`src/uvs_div_cell.sv`:
```
module uvs_div_cell #(
  parameter int unsigned SEG_W = 11,
  parameter int unsigned NUM_W = 27
) (
  input  logic                       clk_i,
  input  logic                       rst_ni,
  input  logic                       valid_i,
  input  logic [3:0][SEG_W-1:0]      rem_i,
  input  logic [3:0][NUM_W-1:0]      nq_i,
  input  logic [3:0][SEG_W-1:0]      div_i,
  output logic                       valid_o,
  output logic [3:0][SEG_W-1:0]      rem_o,
  output logic [3:0][NUM_W-1:0]      nq_o
);

  logic                  valid_q;
  logic [3:0][SEG_W-1:0] rem_d, rem_q;
  logic [3:0][NUM_W-1:0] nq_d, nq_q;
  logic [3:0][SEG_W:0]   trial;
  logic [3:0][SEG_W:0]   diff;
  logic [3:0]            ge;

  always_comb begin
    for (int l = 0; l < 4; l++) begin
      trial[l] = {rem_i[l], nq_i[l][NUM_W-1]};
      diff[l]  = trial[l] - {1'b0, div_i[l]};
      ge[l]    = trial[l] >= {1'b0, div_i[l]};
      rem_d[l] = ge[l] ? diff[l][SEG_W-1:0] : trial[l][SEG_W-1:0];
      nq_d[l]  = {nq_i[l][NUM_W-2:0], ge[l]};
    end
  end

  always_ff @(posedge clk_i or negedge rst_ni) begin
    if (!rst_ni) begin
      valid_q <= 1'b0;
    end else begin
      valid_q <= valid_i;
    end
  end

  always_ff @(posedge clk_i) begin
    rem_q <= rem_d;
    nq_q  <= nq_d;
  end

  assign valid_o = valid_q;
  assign rem_o   = rem_q;
  assign nq_o    = nq_q;

endmodule

```
`config.mk`:
```
export PLATFORM = sky130hd
export DESIGN_NAME = uvs_div_cell
export DESIGN_NICKNAME = d
export VERILOG_FILES = /design/src/uvs_div_cell.sv
export SDC_FILE = /design/constraint.sdc
export NUM_CORES = 1
export LEC_CHECK = 0
export CAP_MARGIN = 20
export CORE_AREA = 2 2 137 139
export DETAILED_ROUTE_END_ITERATION = 10
export DIE_AREA = 0 0 139 141
export DONT_BUFFER_PORTS = 1
export PLACE_DENSITY = 0.47
export SLEW_MARGIN = 40
export SYNTH_ARGS = -nofsm -noshare
export SYNTH_HDL_FRONTEND = slang
export SYNTH_SLANG_ARGS = --single-unit
```
`constraint.sdc`:
```
create_clock -name clk_i -period 0.8 [get_ports clk_i]
set_clock_uncertainty 0.1 [all_clocks]
set_input_delay 0.16 -clock clk_i [delete_from_list [all_inputs] [get_ports clk_i]]
set_output_delay 0.16 -clock clk_i [all_outputs]
set_load 0.05 [all_outputs]
```
==> results.sh, run 1 <==
export IMPL_fmax_mhz=597
export IMPL_cts_tree="yes"
export IMPL_worst_slack_ns=-0.876
export IMPL_syn_area_per_cell_um2=11.0
export IMPL_hold_buffers=147
export IMPL_synth_cell_types=60
export IMPL_period_needed_ns=1.68
export IMPL_portBuffers=0
export IMPL_setup_violations=201
export IMPL_fin_crit_sh_pct=209
export IMPL_hpwl_um=13300
export IMPL_cts_sinks=153
export IMPL_synth_edf_count=0
export IMPL_gp_congestion=0.781
export IMPL_crit_path_end="rem_o[32]"
export IMPL_drv_cap=0
export IMPL_cp_arrival_ns=1.88
export IMPL_slew_violations=0
export IMPL_holdWs_ns=-0.255
export IMPL_p_seq_share_pct=45.8
export IMPL_core_region_area_um2=18300
export IMPL_ir_worst_vdd_mv=1.76
export IMPL_drc=0
export IMPL_async_flop_share_pct=0.654
export IMPL_die_x_um=139
export IMPL_syn_instance_count=539
export IMPL_die_area_um2=19600
export IMPL_wl_per_cell_um=17.1
export IMPL_hold_violations=8
export IMPL_initial_utilization_pct=32.6
export IMPL_ys_flop_type="dfxtp_1"
export IMPL_powerDensity_nw_per_um2=2350
export IMPL_cts_buffers_inserted=17
export IMPL_cpPeakStageDelay_ns=0.34
export IMPL_yosys_area_top_type="dfxtp_1"
export IMPL_synth_common_cells="dfxtp_1 (152), inv_1 (59), ha_1 (44)"
export IMPL_syn_nets=786
export IMPL_min_path_type="in2reg"
export IMPL_synth_seq_cells=153
export IMPL_switching_share_pct=33.8
export IMPL_h_tree_depth=4
export IMPL_die_y_um=141
export IMPL_antenna_found_initial=2
export IMPL_clk_path_buf_depth=2
export IMPL_pin_count=352
export IMPL_drive_above_1_share_pct=47.7
export IMPL_cts_root_buf="clkbuf_16"
export IMPL_cp_slowest_cell="o41ai_4"
export IMPL_seqCellArea_um2=3610
export IMPL_dpl_cell_count=890
export IMPL_routed_via_density=4.70
export IMPL_violations="negative hold slack, negative setup slack"
export IMPL_synth_most_common_cell="dfxtp_1"
export IMPL_syn_to_final_growth_pct=76.4
export IMPL_top_layer="met5"
export IMPL_cp_startpoint="nq_i[80]"
export IMPL_setup_tns_final_ns=-84.88
export IMPL_overflow=0
export IMPL_grt_max_degree=17
export IMPL_num_fill_cells=1481
export IMPL_slew_headroom_pct=65.7
export IMPL_drt_wl_total_um=18600
export IMPL_grt_pass1_wl_um=28000
export IMPL_wl_met2_um=10000
export IMPL_multi_input_area_um2=2920
export IMPL_netlist_area_um2=5950
export IMPL_switchingPower_w=0.00835
export IMPL_std_cell_rows=50
export IMPL_rsz0062_at_grt="yes"
export IMPL_vias=5128
export IMPL_drt_iter0_drc=93
export IMPL_power_total_w=0.0247
export IMPL_internal_power_w=0.0163
export IMPL_clk_pin_slew_ns=0.07
export IMPL_clkPwrFrac_pct=33.1
export IMPL_p_leak_nw=4.60
export IMPL_finalNetCount=1089
export IMPL_crit_chain="inv_12 > ha_4 > fa_2 > nor2b_4 > buf_4 > o31a_1 > o41ai_4 > o31ai_1 > a31o_1 > mux2_4"
export IMPL_crit_fanout=3
export IMPL_drtPass1Iterations=4
export IMPL_fin_cells=1090
export IMPL_netlist_top_cells_area="dfxtp_1 (51%), ha_1 (9.3%), inv_1 (3.7%), mux2_4 (3.5%), xnor2_1 (3.1%)"
export IMPL_m1WireLength_um=6740
export IMPL_cp_required_ns=1.01
export IMPL_worstMarginPinSlew_ns=0.507
export IMPL_endpoint_kind="flip-flop"
export IMPL_ys_seq_area_share_pct=51.6
export IMPL_critical_path_class="in2reg"
export IMPL_antenna_left=0
export IMPL_met3_length_um=1390
export IMPL_status="finished, violations left"
export IMPL_track_usage_pct=18.4
export IMPL_yosys_warnings=0
export IMPL_grt_pass1_vias=5470
export IMPL_p_comb_share_pct=21.2
export IMPL_netlist_area_leader_share_pct=51.2
export IMPL_cp_start_kind="input pin"
==> metal layers <==
metal	vias to the layer above	global-route usage, %
met3	27	6.25
met4	2	7.23
li1	2472	-
met1	2390	18.5
met2	237	34.9
met5	-	0
==> per-stage QoR <==
step | setup slack [ns] | hold slack [ns] | cell area, µm² | util, %
after global routing | -0.953 | -0.266 | 10500 | 57.4
after global placement | -1.32 | -0.236 | 7660 | 41.9
final | -0.876 | -0.255 | 10500 | 57.4
after floorplan | -1.32 | -0.236 | 6330 | -
after CTS | -0.872 | -0.260 | 10300 | 56.7
after detailed placement | -1.40 | -0.236 | 7660 | 41.9
==> worst max-delay path, delay by kind of cell <==
family	cells	cell delay (ns)
AND/OR/NAND/NOR	1	0.05
adder cells (fa/ha/maj)	2	0.35
buffers and inverters	2	0.15
multiplexers	1	0.25
AO/OA/AOI/OAI	4	0.92
==> registers in the layout, summed over array words and instances (netlist names) <==
name	count
nq_o	108
rem_o	44
valid_o	1
==> logic make-up after synthesis <==
kind of cell | count (synthesis) | share of synthesized area, %
mux | 36 | 7.51
xor+xnor | 28 | 4.12
compound gates | 118 | 13.9
flops | 153 | 51.6
buf+inv | 64 | 4.69
fa+ha+maj | 48 | 10.6
simple gates | 92 | 7.55
==> cell usage in the layout, fill, tap and decap left out, types with 20 or more instances in the layout <==
master and instances:
nand2_1 20, xnor2_1 21, dlygate4sd3_1 147, inv_1 54
a21oi_1 26, dfxtp_4 139, buf_4 112, ha_1 38
mux2_4 26, nor2_1 23
==> worst min path at each step <==
stage,from,to,slack (ns),cells after the start
floorplan,rst_ni,valid_o,-0.24,0
global placement,rst_ni,valid_o,-0.24,0
detailed placement,rst_ni,valid_o,-0.24,0
CTS,nq_i[107],rem_o[33],-0.26,2
global route,nq_i[53],rem_o[11],-0.27,2
finish,nq_i[53],rem_o[11],-0.25,2
==> power by group through the flow <==
stage	sequential [W]	combinational (W)	clock (W)
after global placement	0.0115	0.00416	0
after floorplan	0.0117	0.00231	0
after CTS	0.0113	0.00513	0.00841
after global routing	0.0114	0.00564	0.00872
final	0.0113	0.00522	0.00816
after detailed placement	0.0115	0.00421	0
==> timing repair <==
item                                    CTS  global route
pin swaps                                14             6
endpoints found under the hold margin   150             8
resized for setup                       170            25
endpoints found under the setup margin  201           201
setup buffers                            10             9
gates cloned                              2             0
==> area by class of cell <==
type                    count  area share (%)
flip-flops and latches    153            34.4
multi-input cells         322            27.8
repair buffers            289            26.7
clock buffers              18            4.19
well taps                 234            2.79
inverters                  59            2.54
clock inverters            14            1.54
diodes                      1          0.0239
Note: power is estimated with default switching activity, not from simulation.
==> run 2: changes to the inputs <==
--- a/config.mk
+++ b/config.mk
@@ -6,11 +6,13 @@
 export NUM_CORES = 1
 export LEC_CHECK = 0
 export CAP_MARGIN = 20
-export CORE_AREA = 2 2 137 139
+export CELL_PAD_IN_SITES_DETAIL_PLACEMENT = 0
+export CELL_PAD_IN_SITES_GLOBAL_PLACEMENT = 2
+export CORE_AREA = 2 2 138 140
 export DETAILED_ROUTE_END_ITERATION = 10
-export DIE_AREA = 0 0 139 141
+export DIE_AREA = 0 0 140 142
 export DONT_BUFFER_PORTS = 1
-export PLACE_DENSITY = 0.47
+export PLACE_DENSITY = 0.72
 export SLEW_MARGIN = 40
 export SYNTH_ARGS = -nofsm -noshare
 export SYNTH_HDL_FRONTEND = slang
==> results.sh, run 2 (synthesis results as in run 1) <==
export IMPL_status="finished, violations left"
export IMPL_violations="design-rule violations, negative hold slack, negative setup slack"
export IMPL_hpwl_um=13900
export IMPL_cts_tree="yes"
export IMPL_drc=25
export IMPL_finalNetCount=1083
export IMPL_slew_violations=0
export IMPL_grt_pass1_wl_um=29300
export IMPL_drive_above_1_share_pct=47.8
export IMPL_gp_congestion=0.803
export IMPL_clk_path_buf_depth=2
export IMPL_fmax_mhz=590
export IMPL_routed_via_density=4.68
export IMPL_cts_sinks=153
export IMPL_antenna_found_initial=0
export IMPL_std_cell_rows=50
export IMPL_overflow=0
export IMPL_die_x_um=140
export IMPL_grt_pass1_vias=5627
export IMPL_p_seq_share_pct=45.6
export IMPL_final_cell_area_um2=10500
export IMPL_worst_slack_ns=-0.896
export IMPL_drt_iter0_drc=147
export IMPL_rsz0062_at_grt="yes"
export IMPL_h_tree_depth=4
export IMPL_clkPwrFrac_pct=33.8
export IMPL_die_area_um2=19900
export IMPL_pin_count=352
export IMPL_wl_per_cell_um=18.0
export IMPL_cp_required_ns=1.00
export IMPL_num_fill_cells=1476
export IMPL_antenna_left=0
export IMPL_cts_root_buf="clkbuf_16"
export IMPL_drt_wl_total_um=19500
export IMPL_switching_share_pct=33.3
export IMPL_diodes=0
export IMPL_grt_max_degree=17
export IMPL_mostFrequentLayoutCells="dlygate4sd3_1 (146), dfxtp_4 (141), buf_4 (111)"
export IMPL_ir_worst_vdd_mv=1.36
export IMPL_core_region_area_um2=18500
export IMPL_fin_crit_sh_pct=212
export IMPL_cts_buffers_inserted=17
export IMPL_syn_to_final_growth_pct=75.9
export IMPL_period_needed_ns=1.70
export IMPL_critical_path_class="in2reg"
export IMPL_slew_headroom_pct=69.5
export IMPL_track_usage_pct=19.0
export IMPL_largest_register_ffs=108
export IMPL_internal_power_w=0.0166
export IMPL_powerDensity_nw_per_um2=2380
export IMPL_die_y_um=142
export IMPL_portBuffers=0
export IMPL_cp_startpoint="nq_i[107]"
export IMPL_hold_violations=9
export IMPL_holdWs_ns=-0.249
export IMPL_initial_utilization_pct=32.2
export IMPL_min_path_type="in2reg"
export IMPL_drtPass1Iterations=10
export IMPL_vias=5069
export IMPL_hp_start="nq_i[53]"
export IMPL_final_common_cell="dlygate4sd3_1"
export IMPL_cp_start_kind="input pin"
export IMPL_setup_violations=201
export IMPL_p_leak_nw=4.60
export IMPL_place_area_um2=7630
export IMPL_p_comb_share_pct=20.7
export IMPL_fin_util_pct=56.7
export IMPL_endpoint_kind="flip-flop"
export IMPL_cp_arrival_ns=1.89
export IMPL_worstMarginPinSlew_ns=0.457
export IMPL_hold_buffers=146
export IMPL_switchingPower_w=0.00831
export IMPL_drv_cap=0
export IMPL_clk_pin_slew_ns=0.06
export IMPL_crit_fanout=7
[run 2: final timing paths]
kind	cells after the start	to	slack, ns
max in group asynchronous	2	valid_o	0.01
max	10	rem_o[39]	-0.90
min	2	rem_o[11]	-0.25
min in group asynchronous	2	valid_o	0.46
[run 2: what timing repair did]
action                     in CTS  in global routing
cloned                          0                  1
pin swaps                      18                  5
buffers inserted                9                  6
resized for setup             164                 43
hold endpoints to repair      152                  9
setup endpoints to repair     201                201
[run 2: cell type report]
type / count / area (µm²) / area share, %
clock buffers: 20 / 457 / 4.37
clock inverters: 12 / 165 / 1.58
inverters: 59 / 277 / 2.64
multi-input cells: 322 / 2940 / 28.1
flip-flops and latches: 153 / 3610 / 34.5
well taps: 234 / 293 / 2.80
repair buffers: 283 / 2720 / 26.0
[run 2: metal layers]
metal	GRT usage [%]	part of all wire, %	vias to the layer above
met2	36.8	54	222
met3	5.72	6.9	28
met5	0	0	-
met1	19.5	37	2361
met4	6.06	1.9	0
li1	-	-	2458
[run 2: power by group through the flow]
stage | sequential [W] | combinational, W | clock [W]
after floorplan | 0.0117 | 0.00231 | 0
after global placement | 0.0116 | 0.00407 | 0
after detailed placement | 0.0116 | 0.00414 | 0
after CTS | 0.0114 | 0.00492 | 0.00861
after global routing | 0.0114 | 0.00557 | 0.00893
final | 0.0114 | 0.00515 | 0.00842
[run 2: through the flow]
step           hold slack (ns)  TNS (ns)  total power, W  cells  worst slack (ns)
2_1_floorplan           -0.236    -56.27          0.0140    539             -1.32
3_3_place_gp            -0.236    -59.06          0.0157    890             -1.32
3_5_place_dp            -0.236    -60.70          0.0157    890             -1.39
4_1_cts                 -0.263    -89.48          0.0249   1077            -0.922
5_1_grt                 -0.258    -92.70          0.0259   1083            -0.953
6_report                -0.249    -85.46          0.0249   1083            -0.896
[run 2: worst max-delay path, cell delays in order]
cell      delay (ns)
inv_12          0.01
ha_4            0.14
fa_2            0.33
nand2b_4        0.16
a21oi_4         0.13
a41o_1          0.12
a21oi_2         0.07
o31ai_4         0.26
buf_6           0.20
mux2_4          0.30
