## src/uvs_pkg.sv

```systemverilog
package uvs_pkg;

  localparam int unsigned MAX_SEGMENTS = 1024;
  localparam int unsigned CORDIC_STEPS = 16;
  localparam logic signed [31:0] CORDIC_GAIN = 32'sd652032874;
  localparam int unsigned CFG_IDX_W = 3;

  localparam logic [CFG_IDX_W-1:0] REG_RADIUS      = 3'd0;
  localparam logic [CFG_IDX_W-1:0] REG_LAT_SEGS    = 3'd1;
  localparam logic [CFG_IDX_W-1:0] REG_LON_SEGS    = 3'd2;
  localparam logic [CFG_IDX_W-1:0] REG_THETA_START = 3'd3;
  localparam logic [CFG_IDX_W-1:0] REG_THETA_END   = 3'd4;
  localparam logic [CFG_IDX_W-1:0] REG_PHI_START   = 3'd5;
  localparam logic [CFG_IDX_W-1:0] REG_PHI_END     = 3'd6;

  typedef struct packed {
    logic               valid;
    logic signed [31:0] xt;
    logic signed [31:0] yt;
    logic signed [31:0] zt;
    logic signed [31:0] xp;
    logic signed [31:0] yp;
    logic signed [31:0] zp;
    logic [1:0]         qt;
    logic [1:0]         qp;
    logic [16:0]        tex_u;
    logic [16:0]        tex_v;
  } cordic_t;

  function automatic logic signed [31:0] atan_at(input int unsigned i);
    case (i)
      0:       atan_at = 32'sh20000000;
      1:       atan_at = 32'sh12E4051E;
      2:       atan_at = 32'sh09FB385B;
      3:       atan_at = 32'sh051111D4;
      4:       atan_at = 32'sh028B0D43;
      5:       atan_at = 32'sh0145D7E1;
      6:       atan_at = 32'sh00A2F61E;
      7:       atan_at = 32'sh00517C55;
      8:       atan_at = 32'sh0028BE53;
      9:       atan_at = 32'sh00145F2F;
      10:      atan_at = 32'sh000A2F98;
      11:      atan_at = 32'sh000517CC;
      12:      atan_at = 32'sh00028BE6;
      13:      atan_at = 32'sh000145F3;
      14:      atan_at = 32'sh0000A2FA;
      15:      atan_at = 32'sh0000517D;
      default: atan_at = 32'sh00000000;
    endcase
  endfunction

  // round to nearest, ties away from zero
  function automatic logic signed [47:0] round_away(input logic signed [47:0] v,
                                                    input int unsigned s);
    logic signed [47:0] half;
    logic signed [47:0] m;
    half = 48'sd1 <<< (s - 1);
    m = -v;
    if (v >= 0) begin
      round_away = (v + half) >>> s;
    end else begin
      round_away = -((m + half) >>> s);
    end
  endfunction

  function automatic logic signed [15:0] clamp_unit(input logic signed [47:0] v);
    if (v > 48'sd16384) begin
      clamp_unit = 16'sd16384;
    end else if (v < -48'sd16384) begin
      clamp_unit = -16'sd16384;
    end else begin
      clamp_unit = v[15:0];
    end
  endfunction

endpackage

```

## src/uvs_cordic_cell.sv

```systemverilog
module uvs_cordic_cell #(
  parameter int unsigned STEP = 0
) (
  input  logic             clk_i,
  input  logic             rst_ni,
  input  uvs_pkg::cordic_t d_i,
  output uvs_pkg::cordic_t q_o
);

  localparam logic signed [31:0] Atan = uvs_pkg::atan_at(STEP);

  uvs_pkg::cordic_t   stage_d, stage_q;
  logic signed [31:0] xs_t, ys_t, xs_p, ys_p;

  always_comb begin
    xs_t    = d_i.xt >>> STEP;
    ys_t    = d_i.yt >>> STEP;
    xs_p    = d_i.xp >>> STEP;
    ys_p    = d_i.yp >>> STEP;
    stage_d = d_i;
    if (d_i.zt >= 0) begin
      stage_d.xt = d_i.xt - ys_t;
      stage_d.yt = d_i.yt + xs_t;
      stage_d.zt = d_i.zt - Atan;
    end else begin
      stage_d.xt = d_i.xt + ys_t;
      stage_d.yt = d_i.yt - xs_t;
      stage_d.zt = d_i.zt + Atan;
    end
    if (d_i.zp >= 0) begin
      stage_d.xp = d_i.xp - ys_p;
      stage_d.yp = d_i.yp + xs_p;
      stage_d.zp = d_i.zp - Atan;
    end else begin
      stage_d.xp = d_i.xp + ys_p;
      stage_d.yp = d_i.yp - xs_p;
      stage_d.zp = d_i.zp + Atan;
    end
  end

  always_ff @(posedge clk_i or negedge rst_ni) begin
    if (!rst_ni) begin
      stage_q <= '0;
    end else begin
      stage_q <= stage_d;
    end
  end

  assign q_o = stage_q;

endmodule
```

## config.mk

```make
export PLATFORM = sky130hd
export DESIGN_NAME = uvs_cordic_cell
export DESIGN_NICKNAME = d
export VERILOG_FILES = /design/src/uvs_pkg.sv /design/src/uvs_cordic_cell.sv
export SDC_FILE = /design/constraint.sdc
export NUM_CORES = 1
export LEC_CHECK = 0
export ABC_AREA = 1
export BUFFER_PORTS_ARGS = -buffer_cell sky130_fd_sc_hd__clkbuf_2
export CORE_MARGIN = 3
export CORE_UTILIZATION = 35
export DETAILED_ROUTE_END_ITERATION = 10
export PLACE_DENSITY_LB_ADDON = 0.15
export SETUP_SLACK_MARGIN = 0.2
export SYNTH_ARGS = -nofsm -noshare
export SYNTH_HDL_FRONTEND = slang
export SYNTH_SLANG_ARGS = --single-unit
```

## constraint.sdc

```tcl
create_clock -name clk_i -period 0.8 [get_ports clk_i]
set_input_delay 0.08 -clock clk_i [delete_from_list [all_inputs] [get_ports clk_i]]
set_output_delay 0.08 -clock clk_i [all_outputs]
set_load 0.05 [all_outputs]
```

==> summary.md, run 1 <==
| Metric | Value |
|---|---|
| Area leader, netlist | dfrtp_1 |
| Grt total ovfl | 0 |
| Mapped Area | slightly above 20,000 µm² |
| Placed Cells incl. Taps | 5,030 |
| # hold bufs at CTS | around 110 |
| Max H-tree Level | 1 |
| Post-route cell area | approximately 40,000 µm² |
| Num CTS Buffers | 29 |
| CTS tree | built |
| Yosys cell types | 34 |
| Initial antenna violation count | 4 |
| Chip height | between 200 and 250 µm |
| Drt via density | between 4 and 5 |
| Routed Antenna Nets | 0 |
| FMAX | approximately 0.7 GHz |
| Async SR Flop Fraction | 100% |
| Routability cong. | 0.993 |
| Setup ws final | -597 ps |
| Placed Area | a little over 30,000 µm² |
| Max_slew headroom | approximately 67% |
| Maximum root-to-sink buffer count | 3 |
| Post-Syn Area per Cell | 6.25 µm² |
| Starting density of the core | between 30% and 40% |
| Maxcap violations | 0 |
| Final min period | ~1400 ps |
| Hold Crit Class | in2async |
| EDFF count, synth | 0 |
| Pwr Density | between 1500 and 2000 nW/µm² |
| Post-synthesis sequential area ratio | ~28% |
| Final Util | between 60% and 70% |
| Drt total wl | around 100,000 µm |
| Status | complete, but fails checks |
| Drt pass-1 iters | 5 |
| I/O Pins | between 400 and 500 |
| Synthesized instance count | roughly 3,300 |
| IO buf count | around 460 |
| Pre-CTS WS | -1210 ps |
| Max incr delay on CP | 420 ps |
| Tcrit/Tclk final | 175% |
| Synth area leaders | dfrtp_1 28%, nand2_1 22%, ha_1 12% |
| CP bufs+invs | 2 |
| Violated checks | negative hold slack, negative setup slack |
| Largest net degree at the start of global routing | 56 |
| Top cell type's share of synthesized area | between 20% and 30% |
| Final layout net count | 4,975 |
| Final routed DRC violation total | 0 |
| DR iter-0 viols | approximately 1,900 |
| Hpwl dp | approximately 75,000 µm |
| Chip Width | between 200 and 250 µm |
| Non-Filler Instances | about 5,300 |
| Startpoint Class | flop |
| RSZ-0062 raised after global routing | true |
| Share of layout cells above drive strength 1 | 51.4% |
| GRT Total Usage | 30.3% |
| Final setup viols | 351 |
| Die area | 62,200 µm² |
| CP Data Required Time | 720 ps |
| P&R area growth vs syn | 94.6% |
| Worst-Margin Slew | about 500 ps |
| Yosys reg bits | about 230 |
| Vias in the first global route | 25,400 |
| CTS Root Cell | clkbuf_16 |
| Max VDD drop | around 1.9 mV |
| Critical path arrival | between 1000 and 1500 ps |
| Setup crit end kind | output pin |
| CP max-delay cell | dfrtp_1 |
| Critical Path, Cell by Cell | buf_6 > buf_12 |
| Critical path class | reg2out |
| Hold slack | -658 ps |
| Main flop type after synthesis | dfrtp_1 |
| Core area | 58,100 µm² |
| Yosys warning count | 0 |
| CP top delay family | flip-flops |
| Dominant cell by count in the synthesized netlist | nand2_1 |
| Fillers | 4,522 |
| Synth cell count leaders | 1,218 x nand2_1, 648 x inv_1, 302 x nand3_1 |
| Syn_nets | between 3,000 and 4,000 |
| Clock Sinks | between 200 and 250 |
| Final hold violation count | about 220 |
| Row cnt | just under 90 |
| Detailed-route via count | between 20,000 and 30,000 |
| Final Max Slew Viols | 0 |
| Clk slew on worst S/H paths | about 70 ps |
| First-pass GRT wire length | approximately 150,000 µm |
| Max reg flops | around 230 |
| Leak | about 21 nW |
| Critical Path Fanout Max | 2 |
| WL/cell | between 15 and 20 µm |
==> path summary, 6_finish.rpt <==
path                              startpoint                  to  slack (ps)  depth (start not counted)
min in group clk_i                  d_i[164]  q_o[164]$_DFF_PN0_        -160                          2
min                                   rst_ni  q_o[127]$_DFF_PN0_        -660                          1
max                        q_o[70]$_DFF_PN0_             q_o[70]        -600                          2
max in group asynchronous             rst_ni  q_o[220]$_DFF_PN0_         270                          3
==> per-stage QoR <==
stage          power, mW  hold WS, ps  setup TNS, ps
5_1_grt             65.4         -660        -159730
3_5_place_dp        39.4        -40.3        -127090
6_report            62.8         -658        -145870
4_1_cts             59.5         -681        -139960
3_3_place_gp        39.3        -41.7        -125990
2_1_floorplan       29.0         -216         -65100
==> what timing repair did <==
| action | 4_1_cts | 5_1_grt |
|---|---|---|
| gates resized for setup | 1254 | 632 |
| pin swaps | 418 | 324 |
| endpoints found under the setup margin | 355 | 360 |
| endpoints found under the hold margin | 348 | 222 |
| buffers inserted | 78 | 49 |
| gates cloned | 0 | 0 |
==> kinds of logic after synthesis <==
group | share of synthesized area, %
fa+ha+maj | 13.2
flops | 27.6
simple gates | 36.2
xor+xnor | 2.45
compound gates | 6.69
buf+inv | 13.9
==> cells in the final DEF, fill, tap and decap left out, types with 38 or more instances in the layout <==
cell type and count:
a21oi_2 75, nand4_1 39, nand2_4 120, dlygate4sd3_1 105, a21oi_1 53, clkbuf_2 179
o21ai_1 38, buf_8 220, nand2_2 316, dfrtp_1 212, buf_6 116, nand2_1 769
nor2_4 98, ha_4 66, nor2_2 48, buf_12 47, nand3_2 77, clkbuf_16 42
buf_4 558, nor2_1 76, nand3_1 192, ha_1 133, inv_1 496, inv_2 102
==> routing by layer <==
metal	routed length [µm]	vias to the layer above	part of all wire, %	track usage [%]
met4	5400	2	5.3	11.4
met1	40500	12400	40	37.4
li1	-	12500	-	-
met2	49800	1019	49	52.9
met5	15	-	0.015	0
met3	6740	247	6.6	4.87
==> where the power goes <==
part	switching [mW]	internal [mW]	leakage, nW
Sequential	1.34	13.0	2.67
Clock	5.90	8.14	0.487
Combinational	19.7	14.7	18.1
Total	26.9	35.8	21.2
==> cell type report <==
class                           count  area, µm²  area share [%]
Inverter                          650       2670            6.61
Multi-Input combinational cell   2359      17700            43.8
Timing Repair Buffer             1259      12300            30.4
Tap cell                          765        957            2.37
Clock inverter                     15        193           0.477
Antenna cell                        3       7.51          0.0186
Clock buffer                       37        806            2.00
Sequential cell                   229       5750            14.3
Note: power is estimated with default switching activity, not from simulation.
==> run 2, diff against run 1 <==
--- a/config.mk
+++ b/config.mk
@@ -10,6 +10,7 @@
 export CORE_MARGIN = 3
 export CORE_UTILIZATION = 35
 export DETAILED_ROUTE_END_ITERATION = 10
+export MAX_ROUTING_LAYER = met4
 export PLACE_DENSITY_LB_ADDON = 0.15
 export SETUP_SLACK_MARGIN = 0.2
 export SYNTH_ARGS = -nofsm -noshare
==> run 2 against run 1 <==
- the flow still finishes with violations (negative hold slack, negative setup slack)
- cell area barely moved
- core utilization about the same
- die area is the same
- setup slack worse by 30 ps
- hold slack improved by 14 ps
- critical path depth up 11
- sequential share of layout area is essentially flat
- largest power group unchanged
- total power rose by 1.1%
==> summary.md, run 2 (synthesis results as in run 1) <==
| Metric | Value |
|---|---|
| CTS tree | built (unchanged) |
| CP Data Required Time | 1300 ps (was 720 ps) |
| Detailed-route via count | 26,100 (was 26,200) |
| GRT Total Usage | 30.9% (was 30.3%) |
| CP top delay family | buffers and inverters (was flip-flops) |
| Power Total | 63.4 mW (was 62.8 mW) |
| Startpoint Class | primary input (was flop) |
| Final routed DRC violation total | 0 (unchanged) |
| Clock Sinks | 229 (unchanged) |
| Hold Crit Class | in2async (unchanged) |
| Status | complete, but fails checks (unchanged) |
| Hold slack | -643 ps (was -658 ps) |
| IO buf count | 463 (unchanged) |
| CTS Root Cell | clkbuf_16 (unchanged) |
| Max_slew headroom | 67.8% (was 67.1%) |
| Final Max Slew Viols | 0 (unchanged) |
| CP bufs+invs | 6 (was 2) |
| Starting density of the core | 35.7% (unchanged) |
| Die area | 62,200 µm² (unchanged) |
| I/O Pins | 464 (unchanged) |
| Final hold violation count | 239 (was 224) |
| Critical path class | in2reg (was reg2out) |
| Tcrit/Tclk final | 178% (was 175%) |
| Maxcap violations | 0 (unchanged) |
| Setup crit end kind | flop (was output pin) |
| Share of layout cells above drive strength 1 | 51.4% (about the same) |
| Pwr Density | 1570 nW/µm² (was 1560 nW/µm²) |
| Drt via density | 4.91 (was 4.92) |
| Leak | 21.1 nW (was 21.2 nW) |
| Vias in the first global route | 25,600 (was 25,400) |
| Critical Path Fanout Max | 3 (was 2) |
| Largest net degree at the start of global routing | 43 (was 56) |
| FMAX | 0.701 GHz (was 0.716 GHz) |
| Critical path arrival | 1930 ps (was 1320 ps) |
| Routed Antenna Nets | 0 (unchanged) |
| Clk slew on worst S/H paths | 60 ps (was 70 ps) |
| DR iter-0 viols | 1,829 (was 1,900) |
| Setup ws final | -626 ps (was -597 ps) |
| Grt total ovfl | 0 (unchanged) |
| Pre-CTS WS | -1210 ps (about the same) |
| Row cnt | 88 (unchanged) |
| Drt pass-1 iters | 8 (was 5) |
| Most common cell after layout, fill and taps aside | nand2_1 (unchanged) |
| Routability cong. | 1.00 (was 0.993) |
| Initial antenna violation count | 4 (unchanged) |
| Chip height | 249 µm (unchanged) |
| Final setup viols | 350 (was 351) |
| RSZ-0062 raised after global routing | true (unchanged) |
| Max VDD drop | 1.74 mV (was 1.88 mV) |
| Final layout net count | 4,971 (was 4,975) |
| Drt total wl | 103,000 µm (was 102,000 µm) |
| Max H-tree Level | 1 (unchanged) |
| Critical Path, Cell by Cell | clkbuf_8 > buf_4 > inv_1 > ha_2 > inv_1 > nand2_1 > a21oi_4 > inv_1 > nand2_1 > nand3b_1 > buf_4 > xor2_2 > o21ai_1 (was buf_6 > buf_12) |
| Cell repeated most along the worst path | inv_1 |
| Maximum root-to-sink buffer count | 3 (unchanged) |
| Worst-Margin Slew | 481 ps (was 491 ps) |
| Chip Width | 249 µm (unchanged) |
| Max reg flops | 229 (unchanged) |
| First-pass GRT wire length | 147,000 µm (was 148,000 µm) |
| Max incr delay on CP | 220 ps (was 420 ps) |
| Core area | 58,100 µm² (unchanged) |
| Commonest non-fill, non-tap cells in the layout | 807 x nand2_1, 543 x buf_4, 493 x inv_1 (was 769 x nand2_1, 558 x buf_4, 496 x inv_1) |
| CP max-delay cell | buf_4 (was dfrtp_1) |
| P&R area growth vs syn | 94.5% (was 94.6%) |
| Violated checks | negative hold slack, negative setup slack (unchanged) |
| Num CTS Buffers | 29 (unchanged) |
| Final min period | 1430 ps (was 1400 ps) |
| Hpwl dp | 76,100 µm (was 75,400 µm) |
| WL/cell | 19.3 µm (about the same) |
run 2: cell type report:
cell class	count	area (µm²)
multi-input combinational	2359	17700
timing repair buffer	1255	12200
inverter	650	2660
sequential	229	5750
clock inverter	17	235
clock buffer	37	826
tap	765	957
antenna	4	10.0
fill	4511	17800
run 2: per-stage QoR:
| stage | setup TNS (ps) | cells | util [%] | cell area (µm²) |
|---|---|---|---|---|
| 2_1_floorplan | -65100 | 3321 | - | 23100 |
| 3_3_place_gp | -126240 | 5029 | 52.2 | 30300 |
| 3_5_place_dp | -127660 | 5029 | 52.2 | 30300 |
| 4_1_cts | -142800 | 5259 | 65.2 | 37900 |
| 5_1_grt | -157170 | 5316 | 69.4 | 40400 |
| 6_report | -143980 | 5316 | 69.4 | 40400 |
run 2: what timing repair did:
item / 4_1_cts / 5_1_grt
hold buffers: 104 / 2
pin swaps: 383 / 336
gates resized for setup: 1197 / 690
setup endpoints to repair: 355 / 378
buffers inserted: 72 / 55
endpoints found under the hold margin: 350 / 244
run 2: how the worst max path moves through the flow:
stage                      start                  to  slack (ps)  depth (start not counted)
6_report                d_i[107]   q_o[82]$_DFF_PN0_        -630                         13
5_1_grt        q_o[70]$_DFF_PN0_             q_o[70]        -650                          2
4_1_cts        q_o[70]$_DFF_PN0_             q_o[70]        -640                          2
3_5_place_dp            d_i[102]   q_o[92]$_DFF_PN0_       -1210                         13
3_3_place_gp            d_i[166]  q_o[194]$_DFF_PN0_       -1170                         14
2_1_floorplan            d_i[70]  q_o[132]$_DFF_PN0_        -630                         12
run 2: report_power, final:
part | leakage, nW | total [mW] | switching (mW) | internal (mW)
clock network | 0.517 | 14.7 | 6.01 | 8.67
registers | 2.67 | 14.4 | 1.34 | 13.0
logic | 17.9 | 34.4 | 19.7 | 14.7
run 2: metal layers:
layer	GRT usage [%]	wire length, µm	part of all wire, %	vias to the layer above
met4	11.1	5350	5.2	0
li1	-	-	-	12500
met3	4.56	6940	6.8	278
met1	37.2	40600	40	12300
met5	-	0	0	-
met2	52.5	49700	48	1071
